File: src/hw/rtl/bmrle_pkg.sv
// Shared types and constants for the run-length bitmap decoder.
`timescale 1ns / 1ps

package bmrle_pkg;

  // Result error codes
  localparam logic [1:0] ERR_NONE    = 2'd0;
  localparam logic [1:0] ERR_ZERO    = 2'd1;
  localparam logic [1:0] ERR_OVERRUN = 2'd2;
  localparam logic [1:0] ERR_RECT    = 2'd3;

  // Header is ten bytes; the count value of its last byte
  localparam logic [3:0] HDR_LAST = 4'd9;

  // Configuration register indexes
  localparam logic REG_BYTE_ORDER = 1'b0;

  typedef enum logic [2:0] {
    ST_HEADER,
    ST_FINISH,
    ST_COUNT,
    ST_WORD_A,
    ST_WORD_B,
    ST_EMIT_RD,
    ST_EMIT_WR,
    ST_HALT
  } ctrl_state_t;

  // Controller to datapath
  typedef struct packed {
    logic       hdr_byte;   // take a header byte
    logic       finish;     // close the header, clear the line store
    logic       count_byte; // load a run count
    logic       word_a;     // hold first data byte
    logic       word_b;     // assemble data word
    logic       mem_rd;     // read line store at current column
    logic       emit;       // XOR, write back, emit, advance
    logic       err_load;   // emit an error result
    logic [1:0] err_code;
  } ctrl_cmd_t;

  // Datapath to controller
  typedef struct packed {
    logic hdr_last;
    logic hdr_bad;
    logic hdr_empty;
    logic cnt_zero;
    logic cnt_over;
    logic run_last;
    logic run_repeat;
    logic img_last;
    logic out_free;
  } dp_status_t;

endpackage

File: src/hw/rtl/bmrle_ctrl.sv
// Sequencer for header, run counts, data bytes and word emission.
`timescale 1ns / 1ps

module bmrle_ctrl import bmrle_pkg::*; (
  input  logic       clk,
  input  logic       rst,
  input  logic       in_valid,
  output logic       in_stall,
  input  dp_status_t stat,
  output ctrl_cmd_t  cmd
);

  ctrl_state_t state, state_next;
  logic        accept;

  // State register
  always_ff @(posedge clk) begin
    if (rst) begin
      state <= ST_HEADER;
    end else begin
      state <= state_next;
    end
  end

  assign accept = in_valid && !in_stall;

  // Next state and commands
  always_comb begin
    state_next   = state;
    cmd          = '0;
    cmd.err_code = ERR_NONE;
    in_stall     = 1'b0;
    unique case (state)
      ST_HEADER: begin
        if (accept) begin
          cmd.hdr_byte = 1'b1;
          if (stat.hdr_last) state_next = ST_FINISH;
        end
      end
      ST_FINISH: begin
        in_stall = 1'b1;
        if (stat.out_free) begin
          cmd.finish = 1'b1;
          if (stat.hdr_bad) begin
            cmd.err_load = 1'b1;
            cmd.err_code = ERR_RECT;
            state_next   = ST_HALT;
          end else if (stat.hdr_empty) begin
            state_next = ST_HEADER;
          end else begin
            state_next = ST_COUNT;
          end
        end
      end
      ST_COUNT: begin
        // hold input until an error result could be placed
        in_stall = !stat.out_free;
        if (accept) begin
          if (stat.cnt_zero) begin
            cmd.err_load = 1'b1;
            cmd.err_code = ERR_ZERO;
            state_next   = ST_HALT;
          end else if (stat.cnt_over) begin
            cmd.err_load = 1'b1;
            cmd.err_code = ERR_OVERRUN;
            state_next   = ST_HALT;
          end else begin
            cmd.count_byte = 1'b1;
            state_next     = ST_WORD_A;
          end
        end
      end
      ST_WORD_A: begin
        if (accept) begin
          cmd.word_a = 1'b1;
          state_next = ST_WORD_B;
        end
      end
      ST_WORD_B: begin
        if (accept) begin
          cmd.word_b = 1'b1;
          state_next = ST_EMIT_RD;
        end
      end
      ST_EMIT_RD: begin
        in_stall   = 1'b1;
        cmd.mem_rd = 1'b1;
        state_next = ST_EMIT_WR;
      end
      ST_EMIT_WR: begin
        in_stall = 1'b1;
        if (stat.out_free) begin
          cmd.emit = 1'b1;
          priority if (stat.img_last) begin
            state_next = ST_HEADER;
          end else if (stat.run_last) begin
            state_next = ST_COUNT;
          end else if (stat.run_repeat) begin
            state_next = ST_EMIT_RD;
          end else begin
            state_next = ST_WORD_A;
          end
        end
      end
      ST_HALT: begin
        // drop every byte until reset
      end
      default: begin
        state_next = ST_HEADER;
      end
    endcase
  end

endmodule

File: src/hw/rtl/bmrle_datapath.sv
// Header registers, run counters, line store and result register.
`timescale 1ns / 1ps

module bmrle_datapath import bmrle_pkg::*; #(
  parameter int RASTER_WORDS = 64
) (
  input  logic        clk,
  input  logic        rst,
  input  logic [7:0]  data_byte,
  input  logic        byte_order,
  input  ctrl_cmd_t   cmd,
  output dp_status_t  stat,
  input  logic        out_stall,
  output logic        out_valid,
  output logic [15:0] pixel_word,
  output logic [15:0] row_index,
  output logic [5:0]  column_index,
  output logic        last_in_row,
  output logic        last_in_image,
  output logic [1:0]  error_code
);

  localparam int COL_W = (RASTER_WORDS > 1) ? $clog2(RASTER_WORDS) : 1;
  localparam int WPR_W = $clog2(RASTER_WORDS + 1);

  logic [3:0]        hdr_count;
  logic [7:0]        held_low_byte;
  logic [15:0]       header_words [4];
  logic [15:0]       rows_total;
  logic [WPR_W-1:0]  words_per_row;
  logic [15:0]       current_row;
  logic [COL_W-1:0]  current_column;
  logic [6:0]        run_words_left;
  logic              run_is_repeat;
  logic [15:0]       data_word;

  logic [15:0]       line_store [RASTER_WORDS];
  logic [RASTER_WORDS-1:0] line_valid;
  logic [15:0]       rd_data;
  logic              rd_valid;

  // Header geometry
  logic [16:0] height, width, width_round;
  logic [12:0] nwords;
  logic [1:0]  hdr_index;

  always_comb begin
    height      = {header_words[3][15], header_words[3]} -
                  {header_words[1][15], header_words[1]};
    width       = {header_words[2][15], header_words[2]} -
                  {header_words[0][15], header_words[0]};
    width_round = {1'b0, width[15:0]} + 17'd15;
    nwords      = width_round[16:4];
    hdr_index   = 2'(hdr_count[3:1] - 3'd1);
  end

  // Emission terms
  logic [6:0]       run_n;
  logic [7:0]       run_end;
  logic [WPR_W:0]   col_plus;
  logic [16:0]      row_plus;
  logic             lrow, limg;
  logic [15:0]      xor_word;

  always_comb begin
    run_n    = data_byte[6:0];
    run_end  = 8'(run_n) + 8'(current_column);
    col_plus = (WPR_W + 1)'(current_column) + 1'b1;
    row_plus = {1'b0, current_row} + 17'd1;
    lrow     = col_plus >= (WPR_W + 1)'(words_per_row);
    limg     = lrow && (row_plus >= {1'b0, rows_total});
    xor_word = data_word ^ (rd_valid ? rd_data : 16'h0000);
  end

  logic out_free;
  assign out_free = !out_valid || !out_stall;

  always_comb begin
    stat.hdr_last   = hdr_count == HDR_LAST;
    stat.hdr_bad    = height[16] || width[16] || (nwords > 13'(RASTER_WORDS));
    stat.hdr_empty  = (height == 17'd0) || (nwords == 13'd0);
    stat.cnt_zero   = run_n == 7'd0;
    stat.cnt_over   = run_end > 8'(words_per_row);
    stat.run_last   = run_words_left == 7'd1;
    stat.run_repeat = run_is_repeat;
    stat.img_last   = limg;
    stat.out_free   = out_free;
  end

  // Header capture and image setup
  always_ff @(posedge clk) begin
    if (rst) begin
      hdr_count      <= '0;
      held_low_byte  <= '0;
      rows_total     <= '0;
      words_per_row  <= '0;
      current_row    <= '0;
      current_column <= '0;
      run_words_left <= '0;
      run_is_repeat  <= 1'b0;
    end else begin
      if (cmd.hdr_byte) begin
        hdr_count <= hdr_count + 4'd1;
        if (hdr_count[0]) begin
          if (hdr_count >= 4'd3) header_words[hdr_index] <= {data_byte, held_low_byte};
        end else begin
          held_low_byte <= data_byte;
        end
      end
      if (cmd.finish) begin
        hdr_count      <= '0;
        current_row    <= '0;
        current_column <= '0;
        run_words_left <= '0;
        run_is_repeat  <= 1'b0;
        if (!stat.hdr_bad) begin
          rows_total    <= height[15:0];
          words_per_row <= WPR_W'(nwords);
        end
      end
      if (cmd.count_byte) begin
        run_is_repeat  <= data_byte[7];
        run_words_left <= run_n;
      end
      if (cmd.word_a) held_low_byte <= data_byte;
      if (cmd.emit) begin
        run_words_left <= run_words_left - 7'd1;
        if (lrow) begin
          current_column <= '0;
          current_row    <= current_row + 16'd1;
          if (limg) hdr_count <= '0;
        end else begin
          current_column <= COL_W'(col_plus);
        end
      end
    end
  end

  // Assemble data word
  always_ff @(posedge clk) begin
    if (cmd.word_b) begin
      data_word <= byte_order ? {held_low_byte, data_byte} : {data_byte, held_low_byte};
    end
  end

  // Line store: registered read, write back of the XOR result
  always_ff @(posedge clk) begin
    if (cmd.mem_rd) rd_data <= line_store[current_column];
    if (cmd.emit) line_store[current_column] <= xor_word;
  end

  always_ff @(posedge clk) begin
    if (rst) begin
      line_valid <= '0;
      rd_valid   <= 1'b0;
    end else begin
      if (cmd.mem_rd) rd_valid <= line_valid[current_column];
      if (cmd.finish) begin
        line_valid <= '0;
      end else if (cmd.emit) begin
        line_valid[current_column] <= 1'b1;
      end
    end
  end

  // Result register
  always_ff @(posedge clk) begin
    if (rst) begin
      out_valid <= 1'b0;
    end else if (cmd.emit || cmd.err_load) begin
      out_valid <= 1'b1;
    end else if (!out_stall) begin
      out_valid <= 1'b0;
    end
  end

  always_ff @(posedge clk) begin
    if (cmd.emit) begin
      pixel_word    <= xor_word;
      row_index     <= current_row;
      column_index  <= 6'(current_column);
      last_in_row   <= lrow;
      last_in_image <= limg;
      error_code    <= ERR_NONE;
    end else if (cmd.err_load) begin
      pixel_word    <= 16'h0000;
      row_index     <= cmd.finish ? 16'h0000 : current_row;
      column_index  <= cmd.finish ? 6'd0 : 6'(current_column);
      last_in_row   <= 1'b0;
      last_in_image <= 1'b1;
      error_code    <= cmd.err_code;
    end
  end

endmodule

File: src/hw/rtl/bitmap_rle_line_xor_decoder_top.sv
// Top level of the run-length bitmap decoder with line XOR.
`timescale 1ns / 1ps

// Takes a bitmap file one byte per transaction: a ten-byte header (skipped
// word, origin x/y, corner x/y, little-endian), then per row count bytes
// with literal or repeated 16-bit data words. Each word is XORed with the
// same column of the previous row and emitted with its row, column and
// end-of-row/end-of-image marks; errors give one result with last_in_image
// set, after which input bytes are taken and dropped until reset. Steps:
// header bytes, count bytes and first data bytes are taken as they arrive,
// closing the header is its own step, and each emitted word is a line
// store read, then XOR and write back through the single line store port,
// input held meanwhile; a repeat run of n words repeats these two steps
// per word after its data bytes. Result side stalls hold the header
// close, count bytes and emission. The line store is cleared at the end
// of each header through per-entry valid bits; no clearing pass.
// Register 0 at byte address 0, bit 0: data word byte order (1 high first).
module bitmap_rle_line_xor_decoder_top import bmrle_pkg::*; #(
  parameter int RASTER_WORDS = 64
) (
  input  logic        clk,
  input  logic        rst,
  input  logic        psel,
  input  logic        penable,
  input  logic        pwrite,
  input  logic [2:0]  paddr,
  input  logic [31:0] pwdata,
  output logic [31:0] prdata,
  output logic        pready,
  input  logic        in_valid,
  output logic        in_stall,
  input  logic [7:0]  data_byte,
  output logic        out_valid,
  input  logic        out_stall,
  output logic [15:0] pixel_word,
  output logic [15:0] row_index,
  output logic [5:0]  column_index,
  output logic        last_in_row,
  output logic        last_in_image,
  output logic [1:0]  error_code
);

  logic       data_byte_order;
  ctrl_cmd_t  cmd;
  dp_status_t stat;

  assign pready = 1'b1;

  // Configuration register write
  always_ff @(posedge clk) begin
    if (rst) begin
      data_byte_order <= 1'b0;
    end else if (psel && penable && pwrite && pready && (paddr[2] == REG_BYTE_ORDER)) begin
      data_byte_order <= pwdata[0];
    end
  end

  // Register read
  always_comb begin
    prdata = 32'h0;
    if (paddr[2] == REG_BYTE_ORDER) prdata = {31'h0, data_byte_order};
  end

  bmrle_ctrl u_ctrl (
    .clk      (clk),
    .rst      (rst),
    .in_valid (in_valid),
    .in_stall (in_stall),
    .stat     (stat),
    .cmd      (cmd)
  );

  bmrle_datapath #(
    .RASTER_WORDS (RASTER_WORDS)
  ) u_datapath (
    .clk           (clk),
    .rst           (rst),
    .data_byte     (data_byte),
    .byte_order    (data_byte_order),
    .cmd           (cmd),
    .stat          (stat),
    .out_stall     (out_stall),
    .out_valid     (out_valid),
    .pixel_word    (pixel_word),
    .row_index     (row_index),
    .column_index  (column_index),
    .last_in_row   (last_in_row),
    .last_in_image (last_in_image),
    .error_code    (error_code)
  );

endmodule
File: config.mk
export PLATFORM = sky130hd
export DESIGN_NAME = bitmap_rle_line_xor_decoder_top
export DESIGN_NICKNAME = d
export VERILOG_FILES = /design/src/hw/rtl/bmrle_pkg.sv /design/src/hw/rtl/bmrle_ctrl.sv /design/src/hw/rtl/bmrle_datapath.sv /design/src/hw/rtl/bitmap_rle_line_xor_decoder_top.sv
export SDC_FILE = /design/constraint.sdc
export NUM_CORES = 1
export LEC_CHECK = 0
export BUFFER_PORTS_ARGS = -buffer_cell sky130_fd_sc_hd__buf_2
export CORE_MARGIN = 5
export CORE_UTILIZATION = 62
export DETAILED_ROUTE_END_ITERATION = 7
export PLACE_DENSITY = 0.77
export SLEW_MARGIN = 10
export SYNTH_ARGS = -nofsm -noshare
export SYNTH_HDL_FRONTEND = slang
export SYNTH_SLANG_ARGS = --single-unit
File: constraint.sdc
create_clock -name clk -period 6.2 [get_ports clk]
set_clock_uncertainty 0.2 [all_clocks]
set_input_delay 0.62 -clock clk [delete_from_list [all_inputs] [get_ports clk]]
set_output_delay 0.62 -clock clk [all_outputs]
set_load 0.1 [all_outputs]
==> metrics.md <==
| Metric | Value |
|---|---|
| Status | `finished, violations left` |
| Failing checks | `DRC` |
| Via density | `a little under 7` |
| Clk sinks | `1297` |
| Crit-path cells | `ha_1 -> fa_1 -> nor2b_1 -> o2111ai_1 -> a21oi_1 -> nor3_1 -> o21ai_0 -> nand4b_1 -> or4b_1 -> nand2_1 -> nand2_2 -> buf_4` |
| Initial Util | `62.5%` |
| Critical path fanouts, max | `27` |
| Leak pwr | `18.8 nW` |
| Arrival @ worst endpoint | `approximately 5100 ps` |
| Post-route cell area | `56800 um^2` |
| Core outline area | `just over 80000 um^2` |
| Yosys reg bits | `1297` |
| Post-route DRC | `2` |
| Post-synth top flop | `edfxtp_1` |
| IO buf count | `just over 60` |
| Max VDD drop | `between 300 and 400 uV` |
| Post-DP Area | `52600 um^2` |
| CTS Root Cell | `clkbuf_16` |
| Dpl cells | `between 4k and 5k` |
| Sw Pwr | `3.43 mW` |
| CP Class | `reg -> reg` |
| Quantity of hold-fixing buffers added after cts | `1` |
| Fmax | `between 200 and 250 MHz` |
| IO Pins | `127` |
| Most frequent cells in the layout | `1160 x edfxtp_1, 473 x a22oi_1, 152 x nor2_1` |
| GP Congestion | `0.954` |
| Clk network pwr share | `44.3%` |
| Final core utilization | `70.4%` |
| Post-synth EDFFs | `1160` |
| TritonCTS clock tree | `yes` |
| CTS resizes | `0` |
| Hold Violations, Final | `0` |
| FP Rows | `104` |
| Post-route ant nets | `0` |
| Pint | `13.8 mW` |
| Area growth syn-to-layout | `12.6%` |
| Sequential cell area fraction in the yosys report | `74.5%` |
| Critical path capture point type | `register` |
| Pwr dens | `303 nW/um^2` |
| Grt ovf | `0` |
| Worst Tran Pin Value | `between 1000 and 1500 ps` |
| Sequential share of power | `54.6%` |
| Worst setup SP type | `register` |
| First-pass GRT wire length | `196000 um` |
| Clock latency at the later pin of the worst-skew pair | `about 730 ps` |
| Top cell type's share of synthesized area | `a little under 70%` |
| Final critical-path required period | `4790 ps` |
| Initial DRC count | `approximately 4.8k` |
| Layout cells sized above 1 | `13.2%` |
| Total number of vias | `31.6k` |
| Fin cells | `roughly 4.6k` |
| Yosys warns | `0` |
| Fillers | `5001` |
| Leading cell type in the layout, fill and taps excluded | `edfxtp_1` |
| Critical path required time | `between 6000 and 7000 ps` |
| Nets | `roughly 3.5k` |
| Vias in the first global route | `30.9k` |
| GRT Util Overall | `30.4%` |
| Switching part of the total | `19.9%` |
| Syn_area_per_cell | `15.4 um^2` |
| Comb power frac | `1.1%` |
| Syn Inst Count | `3266` |
| CTS Buf Count | `130` |
| Asr flop ratio synth | `0%` |
| Worst-path clk slew | `about 60 ps` |
| Final setup TNS | `0 ps` |
| Initial antenna violation count | `1` |
| Critical path's slowest cell | `or4b_1` |
| RSZ-0062 raised after global routing | `no` |
| DIE AREA | `87200 um^2` |
| DRT Pass-1 Iters | `8` |
| Setup bufs post-CTS | `0` |
| DRT Wirelength | `135000 um` |
| N_diodes | `0` |
| Die Y | `~300 um` |
| Part of the cycle the worst path needs | `77.3%` |
| H-tree depth | `4` |
| Yosys cell types | `73` |
| Hold slack | `81.8 ps` |
| Top cells by area, synth | `edfxtp_1 69%, a22oi_1 7.0%, dfxtp_1 5.4%, ha_1 1.8%, nand4_1 1.4%` |
| Slew margin rel. | `under 10%` |
| Horiz. Die Dim | `295 um` |
| Avg WL per Cell | `29.4 um` |
| Netlist Area Pre-Place | `50500 um^2` |
| Maxcap violations | `0` |
| Cell taking the most area after synthesis | `edfxtp_1` |
| Worst Hold Class | `in -> reg` |
| Clock Tree Buf Depth | `3` |
| Largest net degree at the start of global routing | `103` |
| Setup-failing EPs final | `0` |
| Slew Viols, Final | `0` |
| Critical Path Max Stage Delay | `a little over 800 ps` |
| Dpl hpwl | `approximately 77000 um` |
## per-layer routing
layer  wire, um  global-route usage, %  vias up
met1      49700                   42.1    15650
li1           -                      -    13332
met3      17300                   8.08      376
met2      62300                   47.3     2244
met5         13                      0        -
met4       5330                   11.6        2
## cells in the mapped netlist, types with 21 or more instances
master / count
a21oi_1: 103
a221oi_1: 52
a22o_1: 49
a22oi_1: 473
a31oi_1: 54
buf_4: 32
clkbuf_1: 166
dfxtp_1: 137
edfxtp_1: 1160
ha_1: 74
inv_1: 76
mux2i_1: 21
nand2_1: 92
nand3_1: 24
nand4_1: 115
nor2_1: 156
nor2b_1: 29
nor3_1: 31
o21a_1: 72
o21ai_0: 35
xnor2_1: 40
xor2_1: 27
## final cells by class
| cell class | instances | area (um^2) | share of cell area [%] |
|---|---|---|---|
| Sequential cell | 1297 | 37600 | 66.1 |
| Multi-Input combinational cell | 1702 | 12000 | 21.1 |
| Clock buffer | 177 | 3580 | 6.31 |
| Timing Repair Buffer | 206 | 1500 | 2.63 |
| Tap cell | 1060 | 1330 | 2.33 |
| Clock inverter | 58 | 577 | 1.02 |
| Inverter | 76 | 285 | 0.502 |
## power by group through the flow
stage / clock, mW / sequential (mW) / combinational [mW]
after floorplan: 0 / 9.61 / 0.153
after global placement: 0 / 9.60 / 0.192
after detailed placement: 0 / 9.60 / 0.195
after CTS: 7.68 / 9.41 / 0.196
after global routing: 8.06 / 9.41 / 0.207
final: 7.63 / 9.41 / 0.198
## worst paths after layout
check	start	to	slack, ps	cells past startpoint
worst max-delay path	u_datapath.header_words[1][0]	u_datapath.pixel_word[9]	1410	12
worst max register to register	u_datapath.header_words[1][0]	u_datapath.pixel_word[9]	1410	12
worst min register to register	u_datapath.line_valid[57]	u_datapath.line_valid[57]	270	1
worst min-delay path	data_byte[0]	u_datapath.header_words[1][8]	80	1
## logic make-up (layout without fill, tap and decap cells)
kind of cell / Yosys count / in the layout / share of synthesized area (%)
xor gates and xnor gates: 67 / 67 / 1.16
AOI/OAI and AO/OA: 935 / 935 / 13.4
DFF: 1297 / 1297 / 74.5
other: 2 / 32 / 0.0149
buffers and inverters: 297 / 517 / 2.49
muxes: 39 / 39 / 0.818
adders and majority gates: 77 / 77 / 1.95
and+or+nand+nor: 552 / 552 / 5.65
## metrics by stage
| stage | setup WS [ps] | power, mW |
|---|---|---|
| after floorplan | 1580 | 9.76 |
| after global routing | 1160 | 17.7 |
| after global placement | 1340 | 9.79 |
| final | 1410 | 17.2 |
| after CTS | 1470 | 17.3 |
| after detailed placement | 1370 | 9.79 |
## worst max-delay path: cells and delay by family (launching register included)
kind / cells / cell delay (ps)
AND/OR/NAND/NOR: 6 / 1980
AO/OA/AOI/OAI: 3 / 1000
adder cells (fa/ha/maj): 2 / 630
flip-flops: 1 / 370
buffers and inverters: 1 / 330
## registers in the layout (all words and copies together), names as in the netlist, 2 cells and up
register	cells
u_datapath.line_store	1024
u_datapath.header_words	64
u_datapath.line_valid	64
u_datapath.current_row	16
u_datapath.data_word	16
u_datapath.pixel_word	16
u_datapath.rd_data	16
u_datapath.row_index	16
u_datapath.rows_total	16
u_datapath.held_low_byte	8
u_datapath.run_words_left	7
u_datapath.words_per_row	7
u_datapath.column_index	6
u_datapath.current_column	6
u_datapath.hdr_count	4
u_ctrl.state	3
u_datapath.error_code	2
Power figures use the tool's default switching activity.
